$ cat src/design/prpl_pkg.sv
// Package for the prefix/port rule lookup block.
// Holds the rule entry type, query type, sizing constants and codes.
// No dependencies.
package prpl_pkg;

    localparam int ENTRIES = 64;
    localparam int IDX_W   = (ENTRIES > 1) ? $clog2(ENTRIES) : 1;
    localparam int CNT_W   = $clog2(ENTRIES + 1);
    localparam int LEN_W   = 6;
    localparam int MAX_LEN = 32;

    // operation codes carried in the kind field
    localparam logic [1:0] KIND_LOOKUP = 2'd0;
    localparam logic [1:0] KIND_INSERT = 2'd1;
    localparam logic [1:0] KIND_REMOVE = 2'd2;
    localparam logic [1:0] KIND_CLEAR  = 2'd3;

    typedef struct packed {
        logic [31:0]      prefix;
        logic [LEN_W-1:0] len;
        logic [15:0]      port;
        logic [1:0]       action;
        logic [2:0]       protocol;
        logic [1:0]       direction;
    } entry_t;

    // broadcast to every cell
    typedef struct packed {
        logic [31:0]      addr;
        logic [LEN_W-1:0] len;
        logic [15:0]      port;
    } query_t;

    // network mask for a length of 0 to 32
    function automatic logic [31:0] len_mask(input logic [LEN_W-1:0] len);
        logic [31:0] m;
        m = '0;
        for (int b = 0; b < 32; b++) begin
            if ((32 - b) <= int'(len)) begin
                m[b] = 1'b1;
            end
        end
        return m;
    endfunction

endpackage

$ cat src/design/prpl_cell.sv
// One rule cell: stores one entry, loads from the insert bus or from its
// upper neighbor, and compares itself against the broadcast query.
// Depends on prpl_pkg.
module prpl_cell (
    input  logic             aclk,
    input  logic             wr_en,
    input  prpl_pkg::entry_t wr_data,
    input  logic             shift_en,
    input  prpl_pkg::entry_t nb_data,
    input  logic             valid,
    input  prpl_pkg::query_t query,
    output prpl_pkg::entry_t entry,
    output logic             hit,
    output logic             rm
);

    prpl_pkg::entry_t entry_reg;

    // payload storage, no reset
    always_ff @(posedge aclk) begin
        if (wr_en) begin
            entry_reg <= wr_data;
        end else if (shift_en) begin
            entry_reg <= nb_data;
        end
    end

    assign entry = entry_reg;

    // lookup: port equal and address inside the stored prefix
    assign hit = valid && (entry_reg.port == query.port) &&
                 ((query.addr & prpl_pkg::len_mask(entry_reg.len)) == entry_reg.prefix);

    // remove: exact prefix and length (query address already masked)
    assign rm = valid && (entry_reg.len == query.len) && (entry_reg.prefix == query.addr);

endmodule
$ cat config.mk
export PLATFORM = sky130hd
export DESIGN_NAME = prpl_cell
export DESIGN_NICKNAME = d
export VERILOG_FILES = /design/src/design/prpl_pkg.sv /design/src/design/prpl_cell.sv
export SDC_FILE = /design/constraint.sdc
export NUM_CORES = 1
export LEC_CHECK = 0
export BUFFER_PORTS_ARGS = -buffer_cell sky130_fd_sc_hd__buf_2
export CAP_MARGIN = 30
export CORE_UTILIZATION = 48
export DETAILED_ROUTE_END_ITERATION = 10
export MAX_ROUTING_LAYER = met4
export PLACE_DENSITY = 0.89
export REMOVE_ABC_BUFFERS = 1
export SETUP_SLACK_MARGIN = 0.15
export SYNTH_ARGS = -nofsm -noshare
export SYNTH_HDL_FRONTEND = slang
export SYNTH_SLANG_ARGS = --single-unit
$ cat constraint.sdc
create_clock -name aclk -period 4 [get_ports aclk]
set_input_delay 0.8 -clock aclk [delete_from_list [all_inputs] [get_ports aclk]]
set_output_delay 0.8 -clock aclk [all_outputs]
set_load 0.005 [all_outputs]
---- Word-level counts from Yosys, hierarchy flattened ----
Cells that the tools add are included.
storage, ports and cells
  flip-flop bits (word level) ............. 61
  bits of input ports ..................... 180
  logic and storage cells ................. 82
cells by class
  $lt $le $gt $ge ......................... 32
  equality and inequality tests ........... 4
  muxes and demuxes ....................... 34
  bitwise operators ....................... 1
  reductions and logical operators ........ 5
operators with widths
  kind                  count
  $mux W61              2
  $le A5 B6 Y1 const A  16
  $eq A32 B32 Y1        2
  $le A4 B6 Y1 const A  8
  $and A32 B32 Y32      1
  $mux W1               32
  $le A3 B6 Y1 const A  4
  $eq A16 B16 Y1        1
  $le A2 B6 Y1 const A  2
  $eq A6 B6 Y1          1
  $le A1 B6 Y1 const A  1
  $le A6 B6 Y1 const A  1
  $logic_and A1 B1 Y1   4
  $reduce_bool A2 Y1    1

---- Depth between registers and ports, before layout ----
Gate-level depths: netlist (run 1).
  depth after elaboration ................. 5
  depth in mapped cells ................... 8
  mapped depth without buffers ............ 6

---- Worst setup path before layout (run 1) ----
OpenSTA, ideal clock, no wires.
  path type ............................... in2out
  start point ............................. input port query[2] (netlist name)
  end point ............................... output port hit
  arrival time ............................ 2.170 ns
  required time ........................... 3.200 ns
  path slack .............................. 1.030 ns
  stages .................................. 6
  buffers on the path ..................... 0
  path through ............................ xnor2_1 > nand4_1 > nor4_1 > o2111ai_1 > or4_1 > nor4_2
between the ends
  cells in the longest elaborated chain, start to end .. 3
ends and longest elaborated chain
  what                              line             text
  start, declared                   prpl_cell.sv:11  input prpl_pkg::query_t query,
  $eq A16 B16 Y1                    prpl_cell.sv:31  assign hit = valid && (entry_reg.port == query.port) &&
  $logic_and A1 B1 Y1 (2 in a row)  prpl_cell.sv:31
  end, declared                     prpl_cell.sv:13  output logic hit,
No other way between the ends.

---- Final worst setup path (run 1) ----
  start point ............................. register entry_reg (netlist bit entry[27])
  end point ............................... output port hit
between the ends
  cells in the longest elaborated chain, start to end .. 5
ends and longest elaborated chain
  what                                        line             text
  start, declared                             prpl_cell.sv:17  prpl_pkg::entry_t entry_reg;
  start signal, assigned                      prpl_cell.sv:22  entry_reg <= wr_data;
  start signal, assigned                      prpl_cell.sv:24  entry_reg <= nb_data;
  $le A6 B6 Y1, or another cell as far along  prpl_pkg.sv:39   if ((32 - b) <= int'(len)) begin
  $mux W1                                     prpl_pkg.sv:39
  $and A32 B32 Y32 *                          prpl_cell.sv:32  ((query.addr & prpl_pkg::len_mask(entry_reg.len)) == entry_reg.prefix);
  $eq A32 B32 Y1 *                            prpl_cell.sv:32
  $logic_and A1 B1 Y1 *                       prpl_cell.sv:31
Every way passes the cells marked *; elsewhere a longest branch is shown, timed or not.

==> summary.md, run 1 <==
| Metric | Value |
|---|---|
| Status | finished clean |
| Max VDD drop | around 0.26 mV |
| Fraction of layout cells with a size suffix above 1 | a little under three fifths |
| CTS tree | yes |
| Pins over their slew limit | 0 |
| Pin count of the biggest net entering global routing | 43 |
| Die height | 95.04 µm |
| Post-route minimum period | 3665 ps |
| First-pass GRT wire length | about 21,000 µm |
| Max reg flops | 61 |
| Maximum fanout along the worst path | 21 |
| Sw Ratio | between 20 and 30% |
| Clock H-tree levels | 3 |
| Pleak | ~2.6 nW |
| Vias | 4,068 |
| Synth warnings | 0 |
| Final hold slack | ~760 ps |
| Final ANT Viol Nets | 0 |
| WP data arrival | between 2000 and 3000 ps |
| Fill cells | ~650 |
| PD cells | between 300 and 400 mW/mm² |
| Cell Chain, Critical Path | buf_4 > and3_4 > a21oi_1 > and2b_4 > a211o_1 > or4_1 > nor4_2 > buf_2 |
| Synth Area in XOR/XNOR | 7.588% |
| Setup ws final | approximately 330 ps |
| Final Net Count | roughly 800 |
| Comb pwr share | ~28% |
| I/O pin cnt | between 200 and 250 |
| Post-synthesis cell count | roughly 370 |
| Critical Path RT | around 3200 ps |
| Synth unique cells | a little over 60 |
| Multiplexer area fraction after synthesis | between 10% and 20% |
| Simple-gate share of the synthesized area | approximately an eighth |
| Clock network power share | 30.2% |
| Synth async-reset ratio | 0% |
| Initial Util | 50.07% |
| Rel. slew slack | ~54% |
| Post-place setup slack | 340.3 ps |
| TritonCTS buffer count | 9 |
| Post-Syn Area | slightly above 0.004 mm² |
| Synth Area in Compound Gates | between 10 and 15% |
| Internal power | 1.424 mW |
| CP startpoint kind | register |
| Hold-fix buffers, CTS | 0 |
| Multi-input logic area | about 0.0021 mm² |
| Die area | approximately 0.009 mm² |
| Hpwl dp | 11,180 µm |
| DRC Markers | 0 |
| RD Place Congestion | slightly below 1 |
| Final hold vios | 0 |
| Placeable Area | 0.008299 mm² |
| Dpl cell area | 0.005453 mm² |
| Starting DRT DRC Count | approximately 200 |
| Routed WL per cell | around 20 µm |
| Total negative slack | 0 ps |
| Initial antenna violation count | 0 |
| RSZ-0062 raised after global routing | false |
| Vias in the first global route | roughly 4,100 |
| Vias/cell | 5.580 |
| Sequential cell area | 0.001832 mm² |
| Final instance area | 0.005736 mm² |
| Port bufs | around 240 |
| Sequential area share after synthesis | between 40 and 50% |
| Grt ovf | 0 |
| Layout Cells excl Fill | between 700 and 800 |
| Die width | between 90 and 100 µm |
| EDFF count, synth | between 60 and 70 |
| Diode count | 0 |
| Delay-heaviest family, CP | simple AND/OR/NAND/NOR gates |
| CP peak stage delay | 500 ps |
| Clock Path Buffers | 2 |
| Setup Viol. Count Final | 0 |
| Synth Flop Type | edfxtp_1 |
| Detailed Routing Iterations Pass 1 | 5 |
| Worst hold-check path type | in2reg |
| CP Buf/Inv Count | 2 |
| FF+latch count, synth | a little over 60 |
| Global Route Usage Sum | between 30% and 40% |
| Num rows | 33 |
| Fmax achieved | ~270 MHz |
| Final wirelength | ~14,000 µm |
| Clk slew on worst S/H paths | 80 ps |
| Worst-margin pin slew | around 700 ps |
| Ratio of final minimum period to clock period | approximately nine tenths |
| Post-Place Cells | ~710 |
| Adder-cell share of the synthesized area | 0% |
| Share of power burned in registers | a little over two fifths |
| Synth-to-layout area growth | 38.03% |
| Crit-path slowest cell | or4_1 |
| Critical path capture point type | output port |
| Avg Cell Area, Syn | 11.26 µm² |
| Max-cap violations | 0 |
| Setup Crit Path Kind | reg2out |
| Largest family of logic cells by synthesized area | multiplexers |
| Clock sinks | 61 |
| Clock root cell | clkbuf_8 |
| Switch Pwr | about 610 µW |
[cells in the final DEF (no fill, tap or decap), types with 5 or more instances in the layout]
cell type and instances:
xor2_1 14, nand2b_1 9, xnor2_1 22, inv_1 25, edfxtp_1 61, o22ai_1 10
clkbuf_8 9, nand2_1 17, buf_2 242, a31oi_1 5, nand4_1 9, mux2_2 62
nor2b_1 16, buf_4 15, nor4_1 7, nor3_1 5, nor2_1 5, o21ai_0 9
a21oi_1 12
[power groups by stage]
| stage | logic [mW] | registers, mW | clock network (mW) |
|---|---|---|---|
| 2_1_floorplan | 0.239 | 0.888 | 0 |
| 6_report | 0.563 | 0.853 | 0.613 |
| 5_1_grt | 0.610 | 0.862 | 0.646 |
| 3_5_place_dp | 0.528 | 0.877 | 0 |
| 3_3_place_gp | 0.520 | 0.874 | 0 |
| 4_1_cts | 0.539 | 0.860 | 0.617 |
[synthesized netlist by cell type (3+ instances only)]
| master | n | area share [%] |
|---|---|---|
| a21oi_1 | 12 | 1.4 |
| o21ai_0 | 9 | 1.1 |
| buf_2 | 4 | 0.48 |
| clkbuf_1 | 7 | 0.63 |
| nor4_1 | 8 | 1.2 |
| nor2b_1 | 16 | 2.4 |
| nor3_1 | 5 | 0.60 |
| inv_1 | 25 | 2.3 |
| o21ai_1 | 4 | 0.48 |
| mux2_2 | 62 | 17 |
| o2111ai_1 | 3 | 0.63 |
| xor2_1 | 14 | 3.0 |
| buf_6 | 6 | 1.6 |
| a31oi_1 | 5 | 0.75 |
| nand4_1 | 9 | 1.4 |
| o22ai_1 | 10 | 1.5 |
| a221oi_1 | 3 | 0.63 |
| nand3_1 | 3 | 0.36 |
| nand2_1 | 17 | 1.5 |
| edfxtp_1 | 61 | 44 |
| mux2i_1 | 3 | 0.72 |
| nor2_1 | 5 | 0.45 |
| xnor2_1 | 22 | 4.6 |
| nand2b_1 | 9 | 1.4 |
[layout make-up]
class,instances,share of cell area [%]
multi-input cells,264,36.95
flip-flops and latches,61,31.94
repair buffers,258,23.43
well taps,105,2.291
clock buffers,10,2.225
inverters,25,1.636
clock inverters,6,1.527
[metrics by stage]
step           power (mW)  utilization (%)
2_1_floorplan       1.128                -
3_3_place_gp        1.394            65.70
3_5_place_dp        1.406            65.70
4_1_cts             2.016            68.39
5_1_grt             2.118            69.11
6_report            2.029            69.11
[final timing paths]
check,startpoint,endpoint,depth (start not counted)
worst min-delay path,nb_data[22],entry[22]$_DFFE_PP_,2
worst max-delay path,entry[27]$_DFFE_PP_,hit,8
[logic make-up after synthesis]
group	after synthesis
flip-flops	61
multiplexers	65
buffers and inverters	44
AND/OR/NAND/NOR	89
XOR/XNOR	36
AO/OA/AOI/OAI	74
[layer usage]
metal	track usage (%)	up-vias	share of wire (%)
li1	-	1896	-
met1	37.25	1932	38
met2	59.23	215	54
met3	6.300	25	6.8
met4	7.828	0	1.4
met5	-	-	0
[timing repair]
action,CTS,global route
setup buffers,1,6
endpoints found under the setup margin,1,1
hold endpoints to repair,0,0
pin swaps,0,0
resized for setup,0,2
(Power assumes the default switching activity.)
==> inputs of run 2 (changes only) <==
--- a/config.mk
+++ b/config.mk
@@ -7,10 +7,10 @@
 export LEC_CHECK = 0
 export BUFFER_PORTS_ARGS = -buffer_cell sky130_fd_sc_hd__buf_2
 export CAP_MARGIN = 30
-export CORE_UTILIZATION = 48
+export CORE_UTILIZATION = 40
 export DETAILED_ROUTE_END_ITERATION = 10
 export MAX_ROUTING_LAYER = met4
-export PLACE_DENSITY = 0.89
+export PLACE_DENSITY = 0.76
 export REMOVE_ABC_BUFFERS = 1
 export SETUP_SLACK_MARGIN = 0.15
 export SYNTH_ARGS = -nofsm -noshare
==> run 2 against run 1 <==
Setup slack worse by 35 ps. First-iteration DRC count grew 38%. Combinational power fell by 3.7%. Largest power group unchanged. Total power decreased by 0.14%. Die area rose by 20%. Critical endpoint unchanged. Design area rose by 0.26%. Utilization fell by 11 points. Via count down 0.69%.
==> summary.md, run 2 (synthesis gave the netlist of run 1 again) <==
| Metric | Value |
|---|---|
| Status | finished clean |
| Clock H-tree levels | 3 |
| Num rows | 36 |
| Max reg flops | 61 |
| Hpwl dp | ~11,000 µm |
| Setup Crit Path Kind | reg2out |
| DRC Markers | 0 |
| Clock root cell | clkbuf_8 |
| CP startpoint kind | register |
| Detailed Routing Iterations Pass 1 | 4 |
| WP data arrival | just under 3000 ps |
| Initial antenna violation count | 0 |
| Critical Path RT | 3200 ps |
| Layout Utilization | between 50% and 60% |
| Fmax achieved | about 270 MHz |
| Final instance area | between 0.005 and 0.006 mm² |
| Routed WL per cell | 18.50 µm |
| Fill cells | about 890 |
| Placeable Area | 0.009910 mm² |
| Global Route Usage Sum | 26.62% |
| Synth-to-layout area growth | 38.39% |
| Worst-margin pin slew | roughly 790 ps |
| Most frequent cells in the layout | buf_2, mux2_2, edfxtp_1 |
| CP peak stage delay | between 600 and 700 ps |
| Grt ovf | 0 |
| First-pass GRT wire length | 21,510 µm |
| Pins over their slew limit | 0 |
| Clock Path Buffers | 2 |
| RSZ-0062 raised after global routing | false |
| Pleak | 2.550 nW |
| Max VDD drop | 0.2428 mV |
| Max-cap violations | 0 |
| Die height | 103.9 µm |
| Ratio of final minimum period to clock period | 92.50% |
| Maximum fanout along the worst path | 12 |
| Critical path capture point type | output port |
| Clk slew on worst S/H paths | ~80 ps |
| Fraction of layout cells with a size suffix above 1 | around 55% |
| Final hold vios | 0 |
| Sequential cell area | 0.001832 mm² |
| PD cells | about 350 mW/mm² |
| Final wirelength | about 14,000 µm |
| Crit-path slowest cell | edfxtp_1 |
| I/O pin cnt | 243 |
| TritonCTS buffer count | 9 |
| Diode count | 0 |
| Pin count of the biggest net entering global routing | slightly above 60 |
| Dpl cell area | 0.005475 mm² |
| Die area | 0.01080 mm² |
| Multi-input logic area | approximately 0.0021 mm² |
| Post-route minimum period | around 3700 ps |
| Most common cell after layout, fill and taps aside | buf_2 |
| Die width | 103.9 µm |
| Setup Viol. Count Final | 0 |
| Total negative slack | 0 ps |
| Vias | 4,040 |
| Final ANT Viol Nets | 0 |
| CTS tree | yes |
| Hold-fix buffers, CTS | 0 |
| Port bufs | roughly 240 |
| RD Place Congestion | between 0.9 and 1 |
| Vias/cell | 5.365 |
| Final Net Count | between 700 and 800 |
| Initial Util | a little over two fifths |
| Worst hold-check path type | in2reg |
| Vias in the first global route | about 4,200 |
| Cell Chain, Critical Path | buf_4 > nor3_1 > o311a_1 > nor2_1 > a2111oi_0 > nand4_1 > nor4_2 > buf_2 |
| Rel. slew slack | a little under half |
| Starting DRT DRC Count | 270 |
| Clock sinks | between 60 and 70 |
-- run 2: cell count changes in the layout (fill, tap and decap cells not counted), sizes merged --
cell | before | now
inv | 25 | 27
clkinvlp | 0 | 2
clkbuf | 10 | 9
clkinv | 4 | 1
buf | 258 | 254
-- run 2: timing repair --
action	in CTS	in global routing
gates resized for setup	0	1
setup endpoints to repair	0	1
setup buffers	0	2
-- run 2: worst paths after layout --
| kind | start | to | slack (ps) | depth (start not counted) |
|---|---|---|---|---|
| worst max-delay path | entry[25]$_DFFE_PP_ | hit | 300 | 8 |
| worst min-delay path | wr_data[31] | entry[31]$_DFFE_PP_ | 740 | 2 |
-- run 2: metrics by stage --
step	cells	setup WS, ps	hold slack [ps]	total power [mW]
final	753	299.8	744.2	2.026
after global routing	753	178.2	729.5	2.124
after CTS	750	209.7	725.9	2.025
after detailed placement	734	340.2	1104	1.401
after global placement	734	366.5	1101	1.393
after floorplan	350	976.6	1020	1.128
-- run 2: power by group --
part	internal (mW)	switching (mW)	total, mW
combinational	0.280	0.262	0.542
clock	0.354	0.269	0.622
sequential	0.789	0.0730	0.862
-- run 2: layout make-up --
type	instances	area share, %
inverter	25	1.632
timing repair buffer	254	23.06
sequential	61	31.85
tap	133	2.894
clock inverter	7	1.697
multi-input combinational	264	36.71
clock buffer	9	2.154
-- run 2: layer usage --
layer,share of wire [%],global-route usage (%)
met5,0,-
met4,1.3,6.837
met2,51,46.05
met1,41,31.22
met3,7.4,6.015
-- run 2: worst max-delay path: cells and delay by family, from the launching register on --
| family | cells | cell delay, ps |
|---|---|---|
| AOI/OAI and AO/OA | 2 | 710 |
| and+or+nand+nor | 4 | 750 |
| DFF | 1 | 620 |
| buffers and inverters | 2 | 460 |
